<file path="src/sv/pva_pkg.sv">
package pva_pkg;

    localparam int COORD_W   = 16;
    localparam int SIDE_W    = COORD_W + 1;
    localparam int PROD_W    = 2 * SIDE_W;
    localparam int SUM_W     = 47;
    localparam int COUNT_W   = 13;
    localparam int AREA_W    = 48;
    localparam int SQ_W      = 2 * AREA_W;
    localparam int REM_W     = AREA_W + 2;
    localparam int MAG_HI_W  = SUM_W - 24;
    localparam int MAG_LO_W  = 24;
    localparam int MUL_W     = 2 * MAG_LO_W;
    localparam int STEP_W    = 6;
    localparam int IN_DATA_W  = 48;
    localparam int OUT_DATA_W = 64;

    // Vertex bound per polygon; the sum width holds for bounds up to 4096.
    localparam int MAX_VERTICES = 4096;

    localparam logic [STEP_W-1:0] SQ_LAST   = STEP_W'(9);
    localparam logic [STEP_W-1:0] ROOT_LAST = STEP_W'(AREA_W - 1);

    typedef enum logic [2:0] {
        ST_IDLE,
        ST_MUL,
        ST_ACC,
        ST_MAG,
        ST_SQ,
        ST_ROOT,
        ST_EMIT
    } pva_state_t;

    // Partial products of one squared magnitude: hi*hi, hi*lo, lo*lo.
    typedef enum logic [1:0] {
        PART_HH,
        PART_HL,
        PART_LL
    } pva_part_t;

    typedef struct packed {
        logic [1:0] comp;
        pva_part_t  part;
    } pva_sq_sel_t;

    typedef struct packed {
        logic              take;
        logic              mul;
        logic              acc;
        logic              mag;
        logic              sq;
        logic              root;
        logic              emit;
        logic [STEP_W-1:0] step;
    } pva_cmd_t;

    function automatic pva_sq_sel_t sq_sel(input logic [STEP_W-1:0] step);
        pva_sq_sel_t s;
        unique case (step)
            STEP_W'(0): s = '{comp: 2'd0, part: PART_HH};
            STEP_W'(1): s = '{comp: 2'd0, part: PART_HL};
            STEP_W'(2): s = '{comp: 2'd0, part: PART_LL};
            STEP_W'(3): s = '{comp: 2'd1, part: PART_HH};
            STEP_W'(4): s = '{comp: 2'd1, part: PART_HL};
            STEP_W'(5): s = '{comp: 2'd1, part: PART_LL};
            STEP_W'(6): s = '{comp: 2'd2, part: PART_HH};
            STEP_W'(7): s = '{comp: 2'd2, part: PART_HL};
            STEP_W'(8): s = '{comp: 2'd2, part: PART_LL};
            default:    s = '{comp: 2'd0, part: PART_LL};
        endcase
        return s;
    endfunction

endpackage

</file>
<file path="src/sv/pva_ctrl.sv">
module pva_ctrl
(
    input  logic              clk,
    input  logic              rst_n,
    input  logic              s_tvalid,
    input  logic              s_tlast,
    output logic              s_tready,
    output logic              m_tvalid,
    input  logic              m_tready,
    output pva_pkg::pva_cmd_t cmd
);

    pva_pkg::pva_state_t               state_reg, state_next;
    logic [pva_pkg::STEP_W-1:0]        step_reg, step_next;
    logic                              last_reg, last_next;
    logic                              out_valid_reg, out_valid_next;
    logic                              out_free;

    assign out_free = !out_valid_reg || m_tready;

    always_ff @(posedge clk or negedge rst_n)
    begin
        if (!rst_n)
        begin
            state_reg     <= pva_pkg::ST_IDLE;
            step_reg      <= '0;
            last_reg      <= 1'b0;
            out_valid_reg <= 1'b0;
        end
        else
        begin
            state_reg     <= state_next;
            step_reg      <= step_next;
            last_reg      <= last_next;
            out_valid_reg <= out_valid_next;
        end
    end

    // Next state
    always_comb
    begin
        state_next = state_reg;
        step_next  = '0;
        last_next  = last_reg;
        unique case (state_reg)
            pva_pkg::ST_IDLE:
            begin
                if (s_tvalid)
                begin
                    state_next = pva_pkg::ST_MUL;
                    last_next  = s_tlast;
                end
            end
            pva_pkg::ST_MUL:
            begin
                state_next = pva_pkg::ST_ACC;
            end
            pva_pkg::ST_ACC:
            begin
                state_next = last_reg ? pva_pkg::ST_MAG : pva_pkg::ST_IDLE;
            end
            pva_pkg::ST_MAG:
            begin
                state_next = pva_pkg::ST_SQ;
            end
            pva_pkg::ST_SQ:
            begin
                if (step_reg == pva_pkg::SQ_LAST)
                    state_next = pva_pkg::ST_ROOT;
                else
                    step_next = step_reg + 1'b1;
            end
            pva_pkg::ST_ROOT:
            begin
                if (step_reg == pva_pkg::ROOT_LAST)
                    state_next = pva_pkg::ST_EMIT;
                else
                    step_next = step_reg + 1'b1;
            end
            pva_pkg::ST_EMIT:
            begin
                if (out_free)
                    state_next = pva_pkg::ST_IDLE;
            end
            default:
            begin
                state_next = pva_pkg::ST_IDLE;
            end
        endcase
    end

    // Outputs
    always_comb
    begin
        cmd      = '0;
        cmd.step = step_reg;
        s_tready = 1'b0;
        unique case (state_reg)
            pva_pkg::ST_IDLE:
            begin
                s_tready = 1'b1;
                cmd.take = s_tvalid;
            end
            pva_pkg::ST_MUL:  cmd.mul  = 1'b1;
            pva_pkg::ST_ACC:  cmd.acc  = 1'b1;
            pva_pkg::ST_MAG:  cmd.mag  = 1'b1;
            pva_pkg::ST_SQ:   cmd.sq   = 1'b1;
            pva_pkg::ST_ROOT: cmd.root = 1'b1;
            pva_pkg::ST_EMIT: cmd.emit = out_free;
            default:          cmd      = '0;
        endcase
    end

    // Hold the result until taken; a new one loads only into a free slot.
    always_comb
    begin
        if (cmd.emit)
            out_valid_next = 1'b1;
        else if (m_tready)
            out_valid_next = 1'b0;
        else
            out_valid_next = out_valid_reg;
    end

    assign m_tvalid = out_valid_reg;

endmodule

</file>
<file path="config.mk">
export PLATFORM = sky130hd
export DESIGN_NAME = pva_ctrl
export DESIGN_NICKNAME = d
export VERILOG_FILES = /design/src/sv/pva_pkg.sv /design/src/sv/pva_ctrl.sv
export SDC_FILE = /design/constraint.sdc
export NUM_CORES = 1
export LEC_CHECK = 0
export BUFFER_PORTS_ARGS = -buffer_cell sky130_fd_sc_hd__buf_2
export CORE_ASPECT_RATIO = 0.9
export CORE_MARGIN = 3
export CORE_UTILIZATION = 44
export DETAILED_ROUTE_END_ITERATION = 6
export PLACE_DENSITY = 0.83
export SYNTH_ARGS = -nofsm -noshare
export SYNTH_HDL_FRONTEND = slang
export SYNTH_SLANG_ARGS = --single-unit
</file>
<file path="constraint.sdc">
create_clock -name clk -period 1.5 [get_ports clk]
set_input_delay 0.075 -clock clk [delete_from_list [all_inputs] [get_ports clk]]
set_output_delay 0.075 -clock clk [all_outputs]
set_load 0.01 [all_outputs]
</file>
==> results of run 1 <==
## metal layers
metal,part of all wire,vias up
li1,-,308
met3,0.038,2
met2,0.45,15
met1,0.50,275
met4,0.0094,0
met5,0,-
## through the flow
stage	setup slack, ns	hold WS, ns
finish	0.08456	0.02783
global route	0.001357	0.03166
CTS	0.01417	0.02724
detailed placement	0.008599	-0.03833
global placement	0.05563	-0.04599
floorplan	0.03175	-0.2206
## area by class of cell
| type | instances | area share |
|---|---|---|
| timing repair buffer | 28 | 0.1894 |
| clock buffer | 4 | 0.03013 |
| multi-input combinational | 54 | 0.4290 |
| inverter | 3 | 0.01291 |
| tap | 14 | 0.02009 |
| sequential | 11 | 0.3185 |
## synthesized netlist by cell type (2+ instances only)
cell type  count  area share
buf_2          3       0.022
dfrtp_1       11        0.41
xnor2_1        2       0.026
nand3b_1       2       0.022
nand2_1        4       0.022
nor2b_1        2       0.019
nand2b_1       3       0.028
ha_1           2       0.037
nand3_1        3       0.022
inv_1          3       0.017
nor3_1         7       0.052
nor2_1         3       0.017
and2_1         7       0.065
## worst max path at each step
stage,to,slack [ns],cells past startpoint
5_1_grt,step_reg[3]$_DFF_PN0_,0.001,7
3_5_place_dp,state_reg[1]$_DFFE_PN0P_,0.009,4
3_3_place_gp,state_reg[1]$_DFFE_PN0P_,0.06,4
2_1_floorplan,state_reg[1]$_DFFE_PN0P_,0.03,4
4_1_cts,state_reg[1]$_DFFE_PN0P_,0.01,4
6_report,state_reg[1]$_DFFE_PN0P_,0.08,4
## what timing repair did
item | in CTS | in global routing
endpoints found under the setup margin | 1 | 8
gates resized for setup | 0 | 4
hold endpoints to repair | 11 | 0
hold buffers | 1 | 0
setup buffers | 1 | 0
## cell families (layout without fill, tap and decap cells)
family	Yosys count	after routing	synth area share
adder cells (fa/ha/maj)	2	2	0.03703
AO/OA/AOI/OAI	10	10	0.1185
multiplexers	1	1	0.01667
flip-flops	11	11	0.4074
AND/OR/NAND/NOR	38	38	0.3315
buffers and inverters	7	35	0.05000
XOR/XNOR	3	3	0.03890
## critical path: stages, from the launching register on
cell     delay [ns]
dfrtp_1        0.38
ha_2           0.19
and3_4         0.19
and3b_1        0.20
a311o_1        0.35
## power groups by stage
stage               Clock [mW]  Combinational, mW  Sequential [mW]
detailed placement           0              0.590            0.440
global route             0.224              0.666            0.452
global placement             0              0.580            0.438
finish                   0.199              0.601            0.441
floorplan                    0              0.388            0.425
CTS                      0.205              0.602            0.432
## layout by cell type (no fill, tap or decap), types with 2 or more instances in the layout
master,synthesis,routed
buf_2,3,19
nand3b_1,2,2
clkbuf_4,0,3
dfrtp_2,0,2
xnor2_1,2,2
nand3_1,3,3
buf_4,1,8
nand2b_1,3,3
nor2b_1,2,2
nor2_1,3,3
nand2_1,4,4
and2_1,7,7
nor3_1,7,7
dfrtp_1,11,9
inv_1,3,3
==> reports/summary.txt, run 1 <==
Initial Utilization: 0.5056
setup TNS: 0 ns
RSZ-0062 raised after global routing: no
synth warn: 0
Combinational Power Share: 0.484
Primary FF master, synth: dfrtp_1
part of the Yosys area used for sequential elements: 0.4074
GRT met2 Usage: 0.2754
Reg2Reg Depth: 4
Reg2Reg Setup Slack: 0.08 ns
Arrival @ worst endpoint: 1.56 ns
global-route wire length before repair: 2553 um
die area: 0.002042 mm2
Post-Syn Area: 675.6 um2
placed cell areas: 818.3 um2
fmax: 0.7065 GHz
WS Path Type: flop to flop
Setup crit start kind: flop
die span in x: 47.31 um
GRT busiest layer: met2
Final min period: 1.415 ns
Worst Setup SP: step_reg[0]$_DFF_PN0_
Area Growth Syn to Fin: 29.07%
CTS Buf Count: 3
Max VDD drop: 0.7419 mV
Top Ports: 20
share of layout cells above drive strength 1: 0.3600
FF-to-FF End: state_reg[1]$_DFFE_PN0P_
Final Power: 1.241 mW
WHS Path Cells: 2
Internal Power: 766.7 uW
Die H: 43.18 um
Switch Pwr: 474.3 uW
vias after detailed routing: 600
detailed-route wire length per cell: 13.08 um
WL final: 1491 um
syn nets: 79
drt first pass iters: 4
start point of the worst hold path: s_tlast
initial antenna violation count: 0
synthesized area per cell: 9.384 um2
clk_lat worst skew: 0.26 ns
Clk pwr share: 0.160
Final Max Slew Viols: 0
H-tree levels: 1
CTS clk-pin slew, worst paths: 0.07 ns
Worst Path Required: 1.65 ns
vias in the first global route: 591
FF/Latch Area: 277.8 um2
max-cap violation count: 0
Fin Clk Skew: 0.002854 ns
final hold vios: 0
asr flop ratio synth: 1.000
Multi-input gate area: 374.1 um2
DR iter-0 viols: 8
status: complete, no violations
Core Rows: 12
fillers: 105
TritonCTS clock tree: yes
Final period util: 0.9436
clock buffer depth: 2
GR Util All Layers: 0.1729
Relative slew margins: 0.8258
design area: 872.1 um2
Setup crit end kind: flop
number of register bits inferred by synthesis: 11
count of cell types in the netlist: 33
total gr overflow: 0
worst slew pin tran: 0.2613 ns
Post-synth EDFFs: 0
Largest register FFs: 6
met3 Resource Use GR: 0.02542
Hold EP: last_reg$_DFFE_PN0P_
diodes inserted: 0
Synth Instances: 72
LEAKAGE: 0.4421 nW
root buffer cell: clkbuf_4
fin cells: 114
M1 GR Usage: 0.2345
largest net degree at the start of global routing: 12
dpl hpwl: 1115 um
Sw Ratio: 0.3822
Nets: 108
routed vias/inst: 5.263
Core ar.: 0.001336 mm2
DRT antenna net count: 0
final core utilization: 0.6526
setup violators final: 0
worst r2r src: step_reg[0]$_DFF_PN0_
drc violations: 0
Clock Sink Count: 11
Flop pwr share: 0.355
Hold Path Class: primary input to flop
Placed Cells: 108
critical-path maximum fanout: 3
port buffer count: 19
GP Congestion: 0.9016
Pwr Density: 1423 mW/mm2
Power figures use the tool's default switching activity.
==> run 2, diff against run 1 <==
--- a/config.mk
+++ b/config.mk
@@ -6,11 +6,10 @@
 export NUM_CORES = 1
 export LEC_CHECK = 0
 export BUFFER_PORTS_ARGS = -buffer_cell sky130_fd_sc_hd__buf_2
-export CORE_ASPECT_RATIO = 0.9
 export CORE_MARGIN = 3
-export CORE_UTILIZATION = 44
+export CORE_UTILIZATION = 50
 export DETAILED_ROUTE_END_ITERATION = 6
-export PLACE_DENSITY = 0.83
+export PLACE_DENSITY = 0.89
 export SYNTH_ARGS = -nofsm -noshare
 export SYNTH_HDL_FRONTEND = slang
 export SYNTH_SLANG_ARGS = --single-unit
==> constraint.sdc (replaced) <==
create_clock -name clk -period 1.7 [get_ports clk]
set_input_delay 0.085 -clock clk [delete_from_list [all_inputs] [get_ports clk]]
set_output_delay 0.085 -clock clk [all_outputs]
set_load 0.01 [all_outputs]
==> reports/summary.txt, run 2 (synthesis results as in run 1) <==
GP Congestion: 0.8454 (was 0.9016)
placed cell areas: 780.7 um2 (was 818.3 um2)
Nets: 102 (was 108)
Core Rows: 12 (unchanged)
WHS Path Cells: 2 (unchanged)
Initial Utilization: 0.5696 (was 0.5056)
most common cell after layout, fill and taps aside: buf_2 (unchanged)
Relative slew margins: 0.6393 (was 0.8258)
Worst Path Required: 1.82 ns (was 1.65 ns)
Area Growth Syn to Fin: 20.93% (was 29.07%)
root buffer cell: clkbuf_4 (unchanged)
Max VDD drop: 0.7025 mV (was 0.7419 mV)
dpl hpwl: 1167 um (was 1115 um)
diodes inserted: 0 (unchanged)
Final Max Slew Viols: 0 (unchanged)
Setup crit start kind: flop (unchanged)
Clock Sink Count: 11 (unchanged)
Final period util: 0.9184 (was 0.9436)
Final min period: 1.561 ns (was 1.415 ns)
CTS Buf Count: 3 (unchanged)
port buffer count: 19 (unchanged)
global-route wire length before repair: 2649 um (was 2553 um)
Fin Clk Skew: 0.009336 ns (was 0.002854 ns)
Final Power: 1.052 mW (was 1.241 mW)
total gr overflow: 0 (unchanged)
vias in the first global route: 606 (was 591)
post-CTS sizing: 0 (unchanged)
largest net degree at the start of global routing: 16 (was 12)
design area: 817.0 um2 (was 872.1 um2)
Largest register FFs: 6 (unchanged)
WL final: 1506 um (was 1491 um)
status: complete, no violations (unchanged)
Reg2Reg Depth: 5 (was 4)
clk_lat worst skew: 0.27 ns (was 0.26 ns)
Die H: 42.76 um (was 43.18 um)
share of layout cells above drive strength 1: 0.2766 (was 0.3600)
Top Ports: 20 (unchanged)
H-tree levels: 1 (unchanged)
LEAKAGE: 0.4185 nW (was 0.4421 nW)
post-CTS setup buffer count: 0 (was 1)
Hold Path Class: primary input to flop (unchanged)
most frequent cells in the layout: 19 x buf_2, 11 x dfrtp_1, 7 x nor3_1, 7 x and2_1, 4 x nand2_1 (was 19 x buf_2, 9 x dfrtp_1, 8 x buf_4)
final hold vios: 0 (unchanged)
critical-path maximum fanout: 6 (was 3)
routed vias/inst: 5.546 (was 5.263)
Setup crit end kind: flop (unchanged)
DR iter-0 viols: 13 (was 8)
crit-path max cell delay: 0.49 ns (was 0.38 ns)
DRT antenna net count: 0 (unchanged)
initial antenna violation count: 0 (unchanged)
FF/Latch Area: 275.3 um2 (was 277.8 um2)
vias after detailed routing: 599 (was 600)
WS Path Type: flop to flop (unchanged)
die span in x: 42.76 um (was 47.31 um)
die area: 0.001828 mm2 (was 0.002042 mm2)
max-cap violation count: 0 (unchanged)
clock buffer depth: 2 (unchanged)
worst slew pin tran: 0.5378 ns (was 0.2613 ns)
fmax: 0.6405 GHz (was 0.7065 GHz)
fillers: 100 (was 105)
Core ar.: 0.001186 mm2 (was 0.001336 mm2)
Pwr Density: 1288 mW/mm2 (was 1423 mW/mm2)
CP cell instances: inv_1 > ha_1 > nand4bb_1 > o31ai_2 > nor3_1 (was ha_2 > and3_4 > and3b_1 > a311o_1)
Multi-input gate area: 366.6 um2 (was 374.1 um2)
RSZ-0062 raised after global routing: no (unchanged)
GR Util All Layers: 0.1954 (was 0.1729)
drt first pass iters: 4 (unchanged)
setup TNS: 0 ns (unchanged)
Arrival @ worst endpoint: 1.68 ns (was 1.56 ns)
drc violations: 0 (unchanged)
CTS clk-pin slew, worst paths: 0.07 ns (about the same)
detailed-route wire length per cell: 13.94 um (was 13.08 um)
slowest stage cell, crit path: o31ai_2 (was dfrtp_1)
setup violators final: 0 (unchanged)
TritonCTS clock tree: yes (unchanged)
## run 2: cell count changes in the layout (fill, tap and decap cells not counted), sizes merged
| cell | change |
|---|---|
| buf | -6 |
## run 2: worst paths after layout
check	slack, ns	endpoint	startpoint
setup / recovery	0.14	step_reg[3]$_DFF_PN0_	step_reg[1]$_DFF_PN0_
hold / removal	0.05	last_reg$_DFFE_PN0P_	s_tlast
setup reg to reg	0.14	step_reg[3]$_DFF_PN0_	step_reg[1]$_DFF_PN0_
hold reg to reg	0.56	last_reg$_DFFE_PN0P_	last_reg$_DFFE_PN0P_
max in group asynchronous	1.28	step_reg[0]$_DFF_PN0_	rst_n
min in group asynchronous	0.21	m_tvalid$_DFFE_PN0P_	rst_n
## run 2: cell type report
class,instances,share of cell area
tap,14,0.02144
inverter,3,0.01378
sequential,11,0.3369
clock buffer,4,0.03216
multi-input combinational,54,0.4487
timing repair buffer,22,0.1470
## run 2: per-stage QoR
stage                     hold WS (ns)  utilization  setup slack (ns)  std cells
after global placement        -0.03623       0.6582            0.2074        103
final                          0.04540       0.6888            0.1388        108
after floorplan                -0.2106            -            0.2317         72
after global routing           0.04541       0.6888          0.006312        108
after detailed placement      -0.03627       0.6582            0.1441        103
after CTS                      0.04062       0.6888            0.1256        108
## run 2: repair_timing
action,CTS,global route
hold buffers,1,0
hold endpoints to repair,11,0
setup endpoints to repair,0,0
## run 2: report_power, final
part / total, mW / switching (mW) / internal [mW]
clock: 0.175 / 0.0840 / 0.0908
sequential: 0.417 / 0.0946 / 0.323
combinational: 0.460 / 0.241 / 0.219
## run 2: worst max-delay path: cells and delay by family (launching register included)
| family | cells | cell delay (ns) |
|---|---|---|
| AOI/OAI and AO/OA | 1 | 0.49 |
| DFF | 1 | 0.42 |
| and+or+nand+nor | 2 | 0.29 |
| adders and majority gates | 1 | 0.14 |
| buffers and inverters | 1 | 0.07 |
## run 2: metal layers
metal | GRT usage | routed length [um] | vias to the layer above
li1 | - | - | 295
met1 | 0.2000 | 555 | 287
met2 | 0.3593 | 849 | 13
met3 | 0.07627 | 77 | 4
met4 | 0.05590 | 23 | 0
met5 | 0 | 0 | -
